[src/sv/periodic_timer_table_assert.svh]
// Assertion macros for the periodic timer table RTL.
// Needs a clock named clk and an active-low reset named rst_n in the using scope.
`ifndef PERIODIC_TIMER_TABLE_ASSERT_SVH
`define PERIODIC_TIMER_TABLE_ASSERT_SVH

`ifndef SYNTHESIS

`define PTT_ASSERT_IMPLY(lbl, ante, cons, msg) \
    lbl: assert property (@(posedge clk) disable iff (!rst_n) (ante) |-> (cons)) \
        else $error(msg);

`define PTT_ASSERT_NEXT(lbl, ante, cons, msg) \
    lbl: assert property (@(posedge clk) disable iff (!rst_n) (ante) |=> (cons)) \
        else $error(msg);

`else

`define PTT_ASSERT_IMPLY(lbl, ante, cons, msg)

`define PTT_ASSERT_NEXT(lbl, ante, cons, msg)

`endif

`endif

[src/sv/ptt_pkg.sv]
// Shared types and constants for the periodic timer table.
// No dependencies; imported by the top level.
package ptt_pkg;

    localparam int DEF_TABLE_SLOTS = 16;
    localparam int DEF_OWNER_BITS  = 8;

    localparam int PORT_OWNER_W = 8;
    localparam int KEY_W        = 32;
    localparam int TIME_W       = 32;
    localparam int IN_DATA_W    = PORT_OWNER_W + KEY_W + TIME_W + TIME_W;
    localparam int OUT_DATA_W   = PORT_OWNER_W + KEY_W;

    typedef enum logic [1:0] {
        REQ_SET    = 2'd0,
        REQ_KILL   = 2'd1,
        REQ_REMOVE = 2'd2,
        REQ_TICK   = 2'd3
    } req_t;

    typedef enum logic [1:0] {
        KIND_DONE   = 2'd0,
        KIND_REJECT = 2'd1,
        KIND_FIRED  = 2'd2,
        KIND_IDLE   = 2'd3
    } kind_t;

    typedef enum logic [1:0] {
        ST_IDLE,
        ST_SCAN,
        ST_FINISH
    } state_t;

endpackage

[src/sv/ptt_ram.sv]
// Generic simple dual-port RAM: one write port, one read port with registered data.
// No dependencies.
module ptt_ram #(
    parameter int WIDTH = 8,
    parameter int DEPTH = 16,
    localparam int ADDR_W = (DEPTH > 1) ? $clog2(DEPTH) : 1
) (
    input  logic              clk,
    input  logic              we,
    input  logic [ADDR_W-1:0] waddr,
    input  logic [WIDTH-1:0]  wdata,
    input  logic              re,
    input  logic [ADDR_W-1:0] raddr,
    output logic [WIDTH-1:0]  rdata
);

    logic [WIDTH-1:0] mem [DEPTH];
    logic [WIDTH-1:0] rdata_reg;

    always_ff @(posedge clk)
    begin
        if (we)
        begin
            mem[waddr] <= wdata;
        end
        if (re)
        begin
            rdata_reg <= mem[raddr];
        end
    end

    assign rdata = rdata_reg;

endmodule

[src/sv/periodic_timer_table.sv]
// Periodic timer table: top level, request sequencer and slot scan.
// Depends on ptt_pkg, ptt_ram and periodic_timer_table_assert.svh.
//
// Usage: requests enter on the slave stream (s_tvalid/s_tready, s_tuser holds the
// request type, s_tdata the owner, key, period and current time). Results leave on
// the master stream: m_tuser is the result kind, m_tdata the fired owner and key,
// m_tlast marks the final result of a request. Set, kill and remove-owner give one
// result; a tick gives one result per fired timer in slot order, or a single
// "nothing due" result.
// Timing: every accepted request that is not refused walks all TABLE_SLOTS entries,
// one slot per cycle while no stall holds the scan, through the entry RAM, whose
// registered read is overlapped with the check of the previous slot. The final result
// of a request is pushed from the finish state once the output register is free, and
// the next request is taken when the sequencer is back in idle. A request refused at
// once (owner 0, or key 0 on a set or kill) skips the scan and goes straight to the
// finish state. One request is worked on at a time; s_tready is high whenever the
// sequencer is idle, even while the last result still sits in the output register.
// Reset clears every slot's used bit, so the table starts empty; the entry RAM
// needs no clearing. When the receiver stalls, a tick scan holds at the next due
// slot until the output register frees, so no result is ever lost or reordered.
module periodic_timer_table
    import ptt_pkg::*;
#(
    parameter int TABLE_SLOTS = DEF_TABLE_SLOTS,
    parameter int OWNER_BITS  = DEF_OWNER_BITS
) (
    input  logic                  clk,
    input  logic                  rst_n,
    input  logic                  s_tvalid,
    output logic                  s_tready,
    // Fields from bit 0 up: owner_handle[7:0], timer_key[31:0], period_ms[31:0],
    // now_time[31:0].
    input  logic [IN_DATA_W-1:0]  s_tdata,
    // Fields from bit 0 up: req_type[1:0].
    input  logic [1:0]            s_tuser,
    output logic                  m_tvalid,
    input  logic                  m_tready,
    // Fields from bit 0 up: fired_owner[7:0], fired_key[31:0].
    output logic [OUT_DATA_W-1:0] m_tdata,
    // Fields from bit 0 up: kind[1:0].
    output logic [1:0]            m_tuser,
    output logic                  m_tlast
);

`include "periodic_timer_table_assert.svh"

    // Slot index width and the entry layout in RAM: {owner, key, period, deadline}.
    localparam int IDX_W   = (TABLE_SLOTS > 1) ? $clog2(TABLE_SLOTS) : 1;
    localparam int ENTRY_W = OWNER_BITS + KEY_W + TIME_W + TIME_W;
    localparam int OWN_EXT = (OWNER_BITS > PORT_OWNER_W) ? OWNER_BITS : PORT_OWNER_W;
    localparam logic [IDX_W-1:0] LAST_IDX = IDX_W'(TABLE_SLOTS - 1);

    // Input field extraction.
    logic [PORT_OWNER_W-1:0] in_owner;
    logic [KEY_W-1:0]        in_key;
    logic [TIME_W-1:0]       in_period;
    logic [TIME_W-1:0]       in_now;
    logic [OWN_EXT-1:0]      in_owner_wide;
    logic [OWNER_BITS-1:0]   in_owner_m;

    assign in_owner      = s_tdata[PORT_OWNER_W-1:0];
    assign in_key        = s_tdata[PORT_OWNER_W +: KEY_W];
    assign in_period     = s_tdata[PORT_OWNER_W + KEY_W +: TIME_W];
    assign in_now        = s_tdata[PORT_OWNER_W + KEY_W + TIME_W +: TIME_W];
    assign in_owner_wide = OWN_EXT'(in_owner);
    assign in_owner_m    = in_owner_wide[OWNER_BITS-1:0];

    // Sequencer and request registers.
    state_t                  state_reg, state_next;
    logic [IDX_W-1:0]        idx_reg, idx_next;
    req_t                    req_op_reg, req_op_next;
    logic                    reject_reg, reject_next;
    logic [OWNER_BITS-1:0]   req_owner_reg, req_owner_next;
    logic [KEY_W-1:0]        req_key_reg, req_key_next;
    logic [TIME_W-1:0]       req_period_reg, req_period_next;
    logic [TIME_W-1:0]       req_now_reg, req_now_next;
    logic                    hit_reg, hit_next;
    logic [IDX_W-1:0]        hit_idx_reg, hit_idx_next;
    logic                    free_reg, free_next;
    logic [IDX_W-1:0]        free_idx_reg, free_idx_next;
    logic [TABLE_SLOTS-1:0]  used_reg, used_next;

    // A fired timer waits here until the scan knows whether it is the final one.
    logic                    pend_valid_reg, pend_valid_next;
    logic [PORT_OWNER_W-1:0] pend_owner_reg, pend_owner_next;
    logic [KEY_W-1:0]        pend_key_reg, pend_key_next;

    // Output register.
    logic                    out_valid_reg, out_valid_next;
    kind_t                   out_kind_reg, out_kind_next;
    logic [PORT_OWNER_W-1:0] out_owner_reg, out_owner_next;
    logic [KEY_W-1:0]        out_key_reg, out_key_next;
    logic                    out_last_reg, out_last_next;

    // RAM port signals.
    logic                    ram_we;
    logic [IDX_W-1:0]        ram_waddr;
    logic [ENTRY_W-1:0]      ram_wdata;
    logic                    ram_re;
    logic [IDX_W-1:0]        ram_raddr;
    logic [ENTRY_W-1:0]      ram_rdata;

    ptt_ram #(
        .WIDTH (ENTRY_W),
        .DEPTH (TABLE_SLOTS)
    ) u_entry_ram (
        .clk   (clk),
        .we    (ram_we),
        .waddr (ram_waddr),
        .wdata (ram_wdata),
        .re    (ram_re),
        .raddr (ram_raddr),
        .rdata (ram_rdata)
    );

    // Decode of the slot currently under check.
    logic [OWNER_BITS-1:0]   ent_owner;
    logic [KEY_W-1:0]        ent_key;
    logic [TIME_W-1:0]       ent_period;
    logic [TIME_W-1:0]       ent_due;
    logic [OWN_EXT-1:0]      ent_owner_wide;
    logic [TIME_W-1:0]       due_diff;
    logic                    ent_used;
    logic                    ent_is_due;

    assign ent_owner      = ram_rdata[ENTRY_W-1 -: OWNER_BITS];
    assign ent_key        = ram_rdata[TIME_W + TIME_W +: KEY_W];
    assign ent_period     = ram_rdata[TIME_W +: TIME_W];
    assign ent_due        = ram_rdata[TIME_W-1:0];
    assign ent_owner_wide = OWN_EXT'(ent_owner);
    assign ent_used       = used_reg[idx_reg];
    // Wrap-safe compare: the deadline has passed when now - due is not negative.
    assign due_diff       = req_now_reg - ent_due;
    assign ent_is_due     = !due_diff[TIME_W-1];

    logic out_free;
    logic fire;
    logic stall;
    logic push;
    kind_t                   push_kind;
    logic [PORT_OWNER_W-1:0] push_owner;
    logic [KEY_W-1:0]        push_key;
    logic                    push_last;
    req_t                    in_op;

    assign out_free = !out_valid_reg || m_tready;
    assign s_tready = (state_reg == ST_IDLE);

    always_comb
    begin
        state_next      = state_reg;
        idx_next        = idx_reg;
        req_op_next     = req_op_reg;
        reject_next     = reject_reg;
        req_owner_next  = req_owner_reg;
        req_key_next    = req_key_reg;
        req_period_next = req_period_reg;
        req_now_next    = req_now_reg;
        hit_next        = hit_reg;
        hit_idx_next    = hit_idx_reg;
        free_next       = free_reg;
        free_idx_next   = free_idx_reg;
        used_next       = used_reg;
        pend_valid_next = pend_valid_reg;
        pend_owner_next = pend_owner_reg;
        pend_key_next   = pend_key_reg;

        ram_we    = 1'b0;
        ram_waddr = idx_reg;
        ram_wdata = {req_owner_reg, req_key_reg, req_period_reg,
                     req_now_reg + req_period_reg};
        ram_re    = 1'b0;
        ram_raddr = '0;

        push       = 1'b0;
        push_kind  = KIND_DONE;
        push_owner = '0;
        push_key   = '0;
        push_last  = 1'b1;
        fire       = 1'b0;
        stall      = 1'b0;
        in_op      = req_t'(s_tuser);

        unique case (state_reg)
            ST_IDLE:
            begin
                if (s_tvalid)
                begin
                    // A set with a zero period behaves exactly as a kill.
                    if (in_op == REQ_SET && in_period == '0)
                    begin
                        in_op = REQ_KILL;
                    end
                    req_op_next     = in_op;
                    req_owner_next  = in_owner_m;
                    req_key_next    = in_key;
                    req_period_next = in_period;
                    req_now_next    = in_now;
                    hit_next        = 1'b0;
                    free_next       = 1'b0;
                    pend_valid_next = 1'b0;
                    reject_next     = (in_op != REQ_TICK) &&
                                      ((in_owner_m == '0) ||
                                       (in_op != REQ_REMOVE && in_key == '0));
                    if (reject_next)
                    begin
                        state_next = ST_FINISH;
                    end
                    else
                    begin
                        ram_re     = 1'b1;
                        ram_raddr  = '0;
                        idx_next   = '0;
                        state_next = ST_SCAN;
                    end
                end
            end

            ST_SCAN:
            begin
                unique case (req_op_reg)
                    REQ_SET, REQ_KILL:
                    begin
                        if (ent_used && ent_owner == req_owner_reg &&
                            ent_key == req_key_reg && !hit_reg)
                        begin
                            hit_next     = 1'b1;
                            hit_idx_next = idx_reg;
                        end
                        if (!ent_used && !free_reg)
                        begin
                            free_next     = 1'b1;
                            free_idx_next = idx_reg;
                        end
                    end
                    REQ_REMOVE:
                    begin
                        if (ent_used && ent_owner == req_owner_reg)
                        begin
                            used_next[idx_reg] = 1'b0;
                        end
                    end
                    REQ_TICK:
                    begin
                        fire = ent_used && (ent_period != '0) && (ent_owner != '0) &&
                               ent_is_due;
                        if (fire)
                        begin
                            if (pend_valid_reg && !out_free)
                            begin
                                stall = 1'b1;
                            end
                            else
                            begin
                                ram_we    = 1'b1;
                                ram_wdata = {ent_owner, ent_key, ent_period,
                                             req_now_reg + ent_period};
                                if (pend_valid_reg)
                                begin
                                    push       = 1'b1;
                                    push_kind  = KIND_FIRED;
                                    push_owner = pend_owner_reg;
                                    push_key   = pend_key_reg;
                                    push_last  = 1'b0;
                                end
                                pend_valid_next = 1'b1;
                                pend_owner_next = ent_owner_wide[PORT_OWNER_W-1:0];
                                pend_key_next   = ent_key;
                            end
                        end
                    end
                endcase

                // The read of the next slot is issued while this one is checked;
                // a stall keeps the read data register unchanged.
                if (!stall)
                begin
                    if (idx_reg == LAST_IDX)
                    begin
                        state_next = ST_FINISH;
                    end
                    else
                    begin
                        ram_re    = 1'b1;
                        ram_raddr = idx_reg + IDX_W'(1);
                        idx_next  = idx_reg + IDX_W'(1);
                    end
                end
            end

            ST_FINISH:
            begin
                if (out_free)
                begin
                    push       = 1'b1;
                    state_next = ST_IDLE;
                    if (reject_reg)
                    begin
                        push_kind = KIND_REJECT;
                    end
                    else
                    begin
                        unique case (req_op_reg)
                            REQ_TICK:
                            begin
                                if (pend_valid_reg)
                                begin
                                    push_kind       = KIND_FIRED;
                                    push_owner      = pend_owner_reg;
                                    push_key        = pend_key_reg;
                                    pend_valid_next = 1'b0;
                                end
                                else
                                begin
                                    push_kind = KIND_IDLE;
                                end
                            end
                            REQ_SET:
                            begin
                                // Update the matching entry, else take the lowest free slot.
                                if (hit_reg)
                                begin
                                    ram_we    = 1'b1;
                                    ram_waddr = hit_idx_reg;
                                    push_kind = KIND_DONE;
                                end
                                else if (free_reg)
                                begin
                                    ram_we                  = 1'b1;
                                    ram_waddr               = free_idx_reg;
                                    used_next[free_idx_reg] = 1'b1;
                                    push_kind               = KIND_DONE;
                                end
                                else
                                begin
                                    push_kind = KIND_REJECT;
                                end
                            end
                            REQ_KILL:
                            begin
                                if (hit_reg)
                                begin
                                    used_next[hit_idx_reg] = 1'b0;
                                    push_kind              = KIND_DONE;
                                end
                                else
                                begin
                                    push_kind = KIND_REJECT;
                                end
                            end
                            REQ_REMOVE:
                            begin
                                push_kind = KIND_DONE;
                            end
                        endcase
                    end
                end
            end

            default:
            begin
                state_next = ST_IDLE;
            end
        endcase
    end

    // Output register: loads on a new result, empties when the receiver takes it.
    always_comb
    begin
        out_valid_next = out_valid_reg;
        out_kind_next  = out_kind_reg;
        out_owner_next = out_owner_reg;
        out_key_next   = out_key_reg;
        out_last_next  = out_last_reg;
        if (push)
        begin
            out_valid_next = 1'b1;
            out_kind_next  = push_kind;
            out_owner_next = push_owner;
            out_key_next   = push_key;
            out_last_next  = push_last;
        end
        else if (m_tready)
        begin
            out_valid_next = 1'b0;
        end
    end

    always_ff @(posedge clk or negedge rst_n)
    begin
        if (!rst_n)
        begin
            state_reg      <= ST_IDLE;
            req_op_reg     <= REQ_SET;
            reject_reg     <= 1'b0;
            hit_reg        <= 1'b0;
            free_reg       <= 1'b0;
            used_reg       <= '0;
            pend_valid_reg <= 1'b0;
            out_valid_reg  <= 1'b0;
        end
        else
        begin
            state_reg      <= state_next;
            req_op_reg     <= req_op_next;
            reject_reg     <= reject_next;
            hit_reg        <= hit_next;
            free_reg       <= free_next;
            used_reg       <= used_next;
            pend_valid_reg <= pend_valid_next;
            out_valid_reg  <= out_valid_next;
        end
    end

    always_ff @(posedge clk)
    begin
        idx_reg        <= idx_next;
        req_owner_reg  <= req_owner_next;
        req_key_reg    <= req_key_next;
        req_period_reg <= req_period_next;
        req_now_reg    <= req_now_next;
        hit_idx_reg    <= hit_idx_next;
        free_idx_reg   <= free_idx_next;
        pend_owner_reg <= pend_owner_next;
        pend_key_reg   <= pend_key_next;
        out_kind_reg   <= out_kind_next;
        out_owner_reg  <= out_owner_next;
        out_key_reg    <= out_key_next;
        out_last_reg   <= out_last_next;
    end

    assign m_tvalid = out_valid_reg;
    assign m_tuser  = out_kind_reg;
    assign m_tdata  = {out_key_reg, out_owner_reg};
    assign m_tlast  = out_last_reg;

    `PTT_ASSERT_IMPLY(a_nonfired_last, m_tvalid && m_tuser != KIND_FIRED, m_tlast,
        "a result other than a fired timer must end its request")
    `PTT_ASSERT_IMPLY(a_nonfired_zero, m_tvalid && m_tuser != KIND_FIRED, m_tdata == '0,
        "a result other than a fired timer must carry zero owner and key")
    `PTT_ASSERT_IMPLY(a_ram_no_overlap, ram_we && ram_re, ram_waddr != ram_raddr,
        "entry RAM read and write hit the same slot in one cycle")
    `PTT_ASSERT_IMPLY(a_pend_tick, pend_valid_reg, req_op_reg == REQ_TICK,
        "a held fired result exists outside a tick")
    `PTT_ASSERT_NEXT(a_finish_exit, state_reg == ST_FINISH && out_free,
        state_reg == ST_IDLE, "sequencer did not return to idle after its result")

endmodule
[config.mk]
export PLATFORM = sky130hd
export DESIGN_NAME = periodic_timer_table
export DESIGN_NICKNAME = d
export VERILOG_FILES = /design/src/sv/ptt_pkg.sv /design/src/sv/ptt_ram.sv /design/src/sv/periodic_timer_table.sv
export VERILOG_INCLUDE_DIRS = /design/src /design/src/sv
export SDC_FILE = /design/constraint.sdc
export NUM_CORES = 2
export LEC_CHECK = 0
export BUFFER_PORTS_ARGS = -buffer_cell sky130_fd_sc_hd__buf_2
export CORE_ASPECT_RATIO = 0.5
export CORE_UTILIZATION = 35
export DETAILED_ROUTE_END_ITERATION = 6
export MAX_ROUTING_LAYER = met4
export PLACE_DENSITY_LB_ADDON = 0.3
export SLEW_MARGIN = 20
export SYNTH_ARGS = -nofsm -noshare
export SYNTH_HDL_FRONTEND = slang
export SYNTH_HIERARCHICAL = 1
export SYNTH_SLANG_ARGS = --single-unit
[constraint.sdc]
create_clock -name clk -period 11.1 [get_ports clk]
set_input_delay 2.22 -clock clk [delete_from_list [all_inputs] [get_ports clk]]
set_output_delay 2.22 -clock clk [all_outputs]
set_load 0.05 [all_outputs]
# Word level (Yosys, flattened, before mapping)
# Memories as Yosys holds them, arrays and structs flattened. A register that Yosys moved wholly into a read port is not among the register bits.
# Cells that the tools add are included.
[totals]
elab_cells = 232
n_memories = 1
ff_bits = 224
mem_bits_rw = 1664
[classes]
n_bitwise = 9
eq_ne = 30
n_lt_le_gt_ge = 6
n_reduce_logical = 46
muxes = 115
addsub = 4
[memory_table]
columns = ["name", "words", "word_bits", "read_ports", "rd_ports_with_merged_regs", "wr", "line", "rtl"]
rows = [
  ["u_entry_ram.mem", 16, 104, 1, 1, 1, "ptt_ram.sv:17", "logic [WIDTH-1:0] mem [DEPTH];"],
]
[ops]
columns = ["operator", "count"]
rows = [
  ["$mux W104", 4],
  ["$mux W32", 7],
  ["$mux W16", 7],
  ["$add A32 B32 Y32", 2],
  ["$logic_not A32 Y1", 2],
  ["$pmux W16 S2", 2],
  ["$pmux W32 S2", 1],
  ["$mux W8", 7],
  ["$mux W4", 13],
  ["$mux W1", 45],
  ["$and A16 B16 Y16", 2],
  ["$eq A32 B32 Y1", 1],
  ["$ne A2 B2 Y1 const B", 16],
  ["$not A16 Y16", 2],
  ["$reduce_bool A32 Y1", 1],
  ["$sub A32 B32 Y32", 1],
  ["$mux W2", 14],
  ["$or A16 B16 Y16", 1],
  ["$pmux W8 S2", 1],
  ["$reduce_and A4 Y1", 4],
  ["$lt A4 B5 Y1 const B", 3],
  ["$logic_and A1 B1 Y1", 14],
  ["$demux W1 S4", 3],
  ["$ge A4 B1 Y1 const B", 3],
  ["other kinds (30)", 54],
]

# Longest topological paths before layout
[depth]
ltp_word = 12
mapped_depth = 17
mapped_depth_nobuf = 14

# Modules after synthesis
# Netlist, hierarchy kept.
[modules_own_cells]
columns = ["module", "instances", "area_each_um2", "cells_each"]
rows = [
  ["ptt_ram", 1, 65298.9, 2662],
  ["periodic_timer_table", 1, 14227.4, 1281],
]

# Worst setup path after synthesis
# OpenSTA, ideal clock, no wires.
[synth_timing]
path_kind = "input -> register"
startpoint = "input m_tready"
endpoint = "memory u_entry_ram/mem[0][0] (netlist name) (enable)"
path_buffers = 2
path_slack_ps = -516
path_stages = 9
setup_time_ps = 694
arrival_time_ps = 10922
path_cell_list = "nor2b_1 -> nand2_1 -> nand4_1 -> mux2i_4 -> buf_4 -> buf_2 -> o21a_1 -> or3b_2 -> nor3_1"
[synth_via]
elab_chain_len = 9
[synth_lines]
columns = ["element", "line", "rtl"]
rows = [
  ["start: declaration", "periodic_timer_table.sv:37", "input logic m_tready,"],
  ["$logic_or A1 B1 Y1 *", "periodic_timer_table.sv:146", "assign out_free = !out_valid_reg || m_tready;"],
  ["$logic_not A1 Y1", "periodic_timer_table.sv:249", "if (pend_valid_reg && !out_free)"],
  ["$logic_and A1 B1 Y1", "periodic_timer_table.sv:249", ""],
  ["$mux W1", "periodic_timer_table.sv:249", ""],
  ["$mux W1", "periodic_timer_table.sv:247", "if (fire)"],
  ["$mux W1", "periodic_timer_table.sv:221", "unique case (req_op_reg)"],
  ["$pmux W1 S2 *", "periodic_timer_table.sv:184", "unique case (state_reg)"],
  ["named net ram_we", "periodic_timer_table.sv:96", "logic ram_we;"],
  ["$mux W1 *", "ptt_ram.sv:22", "if (we)"],
  ["$mux W1 (implied by the code) *", "ptt_ram.sv:24", "mem[waddr] <= wdata;"],
  ["end: declaration", "ptt_ram.sv:17", ""],
]
# The timed path passes the listed nets; every way through them passes the cells marked *.

# Worst setup path in the final report
[layout_timing]
startpoint = "register u_entry_ram.rdata_reg[22], in the netlist u_entry_ram/rdata[22] (read register of u_entry_ram.mem)"
endpoint = "register u_entry_ram.rdata_reg[23], in the netlist u_entry_ram/rdata[23] (read register of u_entry_ram.mem) (data pin)"
[layout_via]
elab_chain_len = 8
[layout_lines]
columns = ["element", "line", "rtl"]
rows = [
  ["start: declaration", "ptt_ram.sv:18", "logic [WIDTH-1:0] rdata_reg;"],
  ["$sub A32 B32 Y32", "periodic_timer_table.sv:133", "assign due_diff = req_now_reg - ent_due;"],
  ["$logic_not A1 Y1", "periodic_timer_table.sv:134", "assign ent_is_due = !due_diff[TIME_W-1];"],
  ["$logic_and A1 B1 Y1", "periodic_timer_table.sv:245", "fire = ent_used && (ent_period != '0) && (ent_owner != '0) &&"],
  ["$mux W1", "periodic_timer_table.sv:247", ""],
  ["$mux W1", "periodic_timer_table.sv:221", ""],
  ["$mux W1", "periodic_timer_table.sv:184", ""],
  ["$mux W4", "periodic_timer_table.sv:276", "if (!stall)"],
  ["$mux W4", "n/a", ""],
  ["named net ram_raddr[3]", "periodic_timer_table.sv:100", "logic [IDX_W-1:0] ram_raddr;"],
]
# The timed path passes the listed nets, and every way through them passes these cells. The select of a mux whose other input is x is not followed.
# A chain may end at the register's enable or synchronous reset.

==> flow_metrics.env <==
export IMPL_power_total_mw=22.52
export IMPL_hold_end="out_key_reg[17]"
export IMPL_final_nets=4398
export IMPL_fin_crit_ns=6.626
export IMPL_place_inst=6998
export IMPL_cp_data_arrival_time_ns=7.27
export IMPL_skew_ns=0.02961
export IMPL_synth_area_um2=79530
export IMPL_r2r_end="u_entry_ram/rdata[23]"
export IMPL_vias_per_cell=5.479
export IMPL_syn_num_nets=4155
export IMPL_slew_violations=0
export IMPL_hold_viol_final=0
export IMPL_synthTopCellsByArea="edfxtp_1 74%, mux4_2 12%, a22oi_1 2.1%"
export IMPL_top_usage_layer="met2"
export IMPL_routed_wl_um=203300
export IMPL_routedWlPerCell_um=27.72
export IMPL_ys_flop_type="edfxtp_1"
export IMPL_path_class="flop to flop"
export IMPL_globalRouteMet2Util=0.2996
export IMPL_yosys_cell_types_count=74
export IMPL_cts_hold_buffers=0
export IMPL_cts_buffers=183
export IMPL_final_util=0.3990
export IMPL_min_path_type="flop to flop"
export IMPL_max_clock_path_buffers=3
export IMPL_worst_pin_slew_ns=1.210
export IMPL_via_count=40190
export IMPL_placementRows=123
export IMPL_die_h_um=339.1
export IMPL_final_layout_size_suffix_gt1_frac=0.2397
export IMPL_critPathBufInv=3
export IMPL_htree_num_levels=4
export IMPL_synth_top_cell_by_area="edfxtp_1"
export IMPL_worst_path_largest_cell_delay_ns=0.83
export IMPL_antenna_left=0
export IMPL_grt_max_degree=156
export IMPL_yosysMostFrequentCell="edfxtp_1"
export IMPL_end_kind="flop"
export IMPL_whs_ns=0.5233
export IMPL_min_path_cells=1
export IMPL_ys_top_cells_by_count="1967 x edfxtp_1, 421 x mux4_2, 219 x a22oi_1, 190 x nand2_1, 100 x ha_1"
export IMPL_final_setup_tns_ns=0
export IMPL_outcome="finished, final reports clean"
export IMPL_drc=0
export IMPL_cp_slowest_cell="nor2b_4"
export IMPL_r2r_cells=16
export IMPL_dp_hpwl_um=114400
export IMPL_relSlewSlack=0.1931
export IMPL_min_delay_start="pend_key_reg[17]"
export IMPL_peakVddDrop_v=0.0002714
export IMPL_maxCapViolCount=0
export IMPL_grt_use_met3=0.02285
export IMPL_grtUsageTotal=0.1821
export IMPL_clock_root_buffer="clkbuf_16"
export IMPL_start_util=0.3530
export IMPL_critical_path_top_delay_family="compound AO/OA/AOI/OAI gates"
export IMPL_use_met1=0.2369
export IMPL_r2r_setup_slack_ns=4.47
export IMPL_power_density_nw_per_um2=250.5
export IMPL_drt_pass1_iter_count=5
export IMPL_cts_repair_resized=0
export IMPL_globalplace_congestion=0.9085
export IMPL_stdcell_count=7335
export IMPL_ys_warn_count=6
export IMPL_clock_latency_ns=0.83
export IMPL_setup_viol=0
export IMPL_netlist_instances=3943
export IMPL_cts_sinks=1992
export IMPL_ys_seq_area_frac=0.7506
export IMPL_clk_pin_slew_ns=0.07
export IMPL_avgSynthCellArea_um2=20.17
export IMPL_fmax_mhz=150.9
export IMPL_crit_chain="inv_1, ha_1, a21oi_1, o21ai_0, a221oi_1, o221ai_1, a31o_2, xor2_1, nand2_1, o21ai_0, nor3_1, nor2b_4, buf_4, buf_4, a22oi_1, nand2_1"
export IMPL_ys_ff_latch=1992
export IMPL_synthArstFlopShare=0.01255
export IMPL_cts_setup_buffers=0
export IMPL_core_area_um2=225300
export IMPL_antenna_found_initial=4
export IMPL_cp_start_kind="flop"
export IMPL_r2r_start="u_entry_ram/rdata[22]"
export IMPL_leakage_nw=28.26
export IMPL_path_max_fanout=28
export IMPL_netlist_area_leader_share=0.7427
export IMPL_drtIter0Drc=3751
export IMPL_io_pins=155
export IMPL_fin_crit_sh=0.5970
export IMPL_syn_to_final_growth_pct=13.05
export IMPL_cts_tree="done"
export IMPL_port_buffers=154
export IMPL_worstPathRequired_ns=11.74
export IMPL_gr_total_overflow=0
export IMPL_grt_pass1_vias=41300
export IMPL_largest_register_ffs=1664
export IMPL_grt_pass1_wl_um=294400
export IMPL_die_area_um2=229200
export IMPL_die_w_um=676.1
export IMPL_rsz0062_at_grt="no"
export IMPL_synth_enable_flop_cells=1967
==> cells in the final DEF, fill, tap and decap left out, drive strengths merged, types with 10 or more instances in the layout <==
cell / n
o21a: 14
nand3: 17
and2: 46
clkbuf: 238
buf: 235
mux2: 79
nand2b: 13
o21bai: 14
xnor2: 39
nand4: 17
nor4: 40
o31ai: 10
ha: 100
inv: 57
o21ai: 67
a21o: 41
a22oi: 219
clkinv: 73
a21oi: 98
nor2b: 17
dfrtp: 25
xor2: 57
nand2: 190
nor2: 80
a31oi: 14
and3: 10
edfxtp: 1967
mux4: 421
nor3: 18
==> how the worst max path moves through the flow <==
stage / from / to / slack [ns] / depth (start not counted)
global route: u_entry_ram/rdata[22] / u_entry_ram/rdata[72] / 4.25 / 16
floorplan: s_tdata[14] / u_entry_ram/rdata[0] / 0.53 / 5
CTS: req_now_reg[12] / u_entry_ram/rdata[23] / 4.39 / 15
global placement: m_tready / u_entry_ram/mem[10][85] / 3.74 / 11
detailed placement: m_tready / u_entry_ram/mem[15][89] / 3.94 / 11
finish: u_entry_ram/rdata[22] / u_entry_ram/rdata[23] / 4.47 / 16
==> logic make-up (layout without fill, tap and decap cells) <==
group,Yosys count,count (layout),share of synthesized area
buf+inv,228,619,0.01416
mux,506,506,0.1327
other cells,0,1,0
xor+xnor,96,96,0.01057
compound gates,536,536,0.04610
simple gates,483,483,0.02959
fa+ha+maj,102,102,0.01624
flops,1992,1992,0.7506
==> per-stage QoR <==
step / cell area [um^2] / setup WS [ns]
3_5_place_dp: 84120 / 3.935
3_3_place_gp: 84020 / 3.744
2_1_floorplan: 79550 / 0.5274
6_report: 89910 / 4.474
4_1_cts: 89770 / 4.387
5_1_grt: 89910 / 4.246
==> power breakdown <==
| group | total (mW) | internal, mW | switching, mW |
|---|---|---|---|
| clock | 6.04 | 3.28 | 2.76 |
| combinational | 6.48 | 2.51 | 3.97 |
| sequential | 10.0 | 9.51 | 0.487 |
| total | 22.5 | 15.3 | 7.22 |
==> routing by layer <==
| layer | vias up | share of wire |
|---|---|---|
| li1 | 16870 | - |
| met1 | 21630 | 0.42 |
| met2 | 1386 | 0.50 |
| met3 | 298 | 0.054 |
| met4 | 0 | 0.031 |
| met5 | - | 0 |
==> final cells by class <==
class	count	area, um^2
well taps	3000	3754
clock buffers	238	4848
clock inverters	95	800.8
multi-input cells	1723	18980
flip-flops and latches	1992	59690
diodes	1	2.502
fillers	20000	135400
repair buffers	235	1632
inverters	51	196.4
No activity file was read; power rests on OpenSTA's default activity.
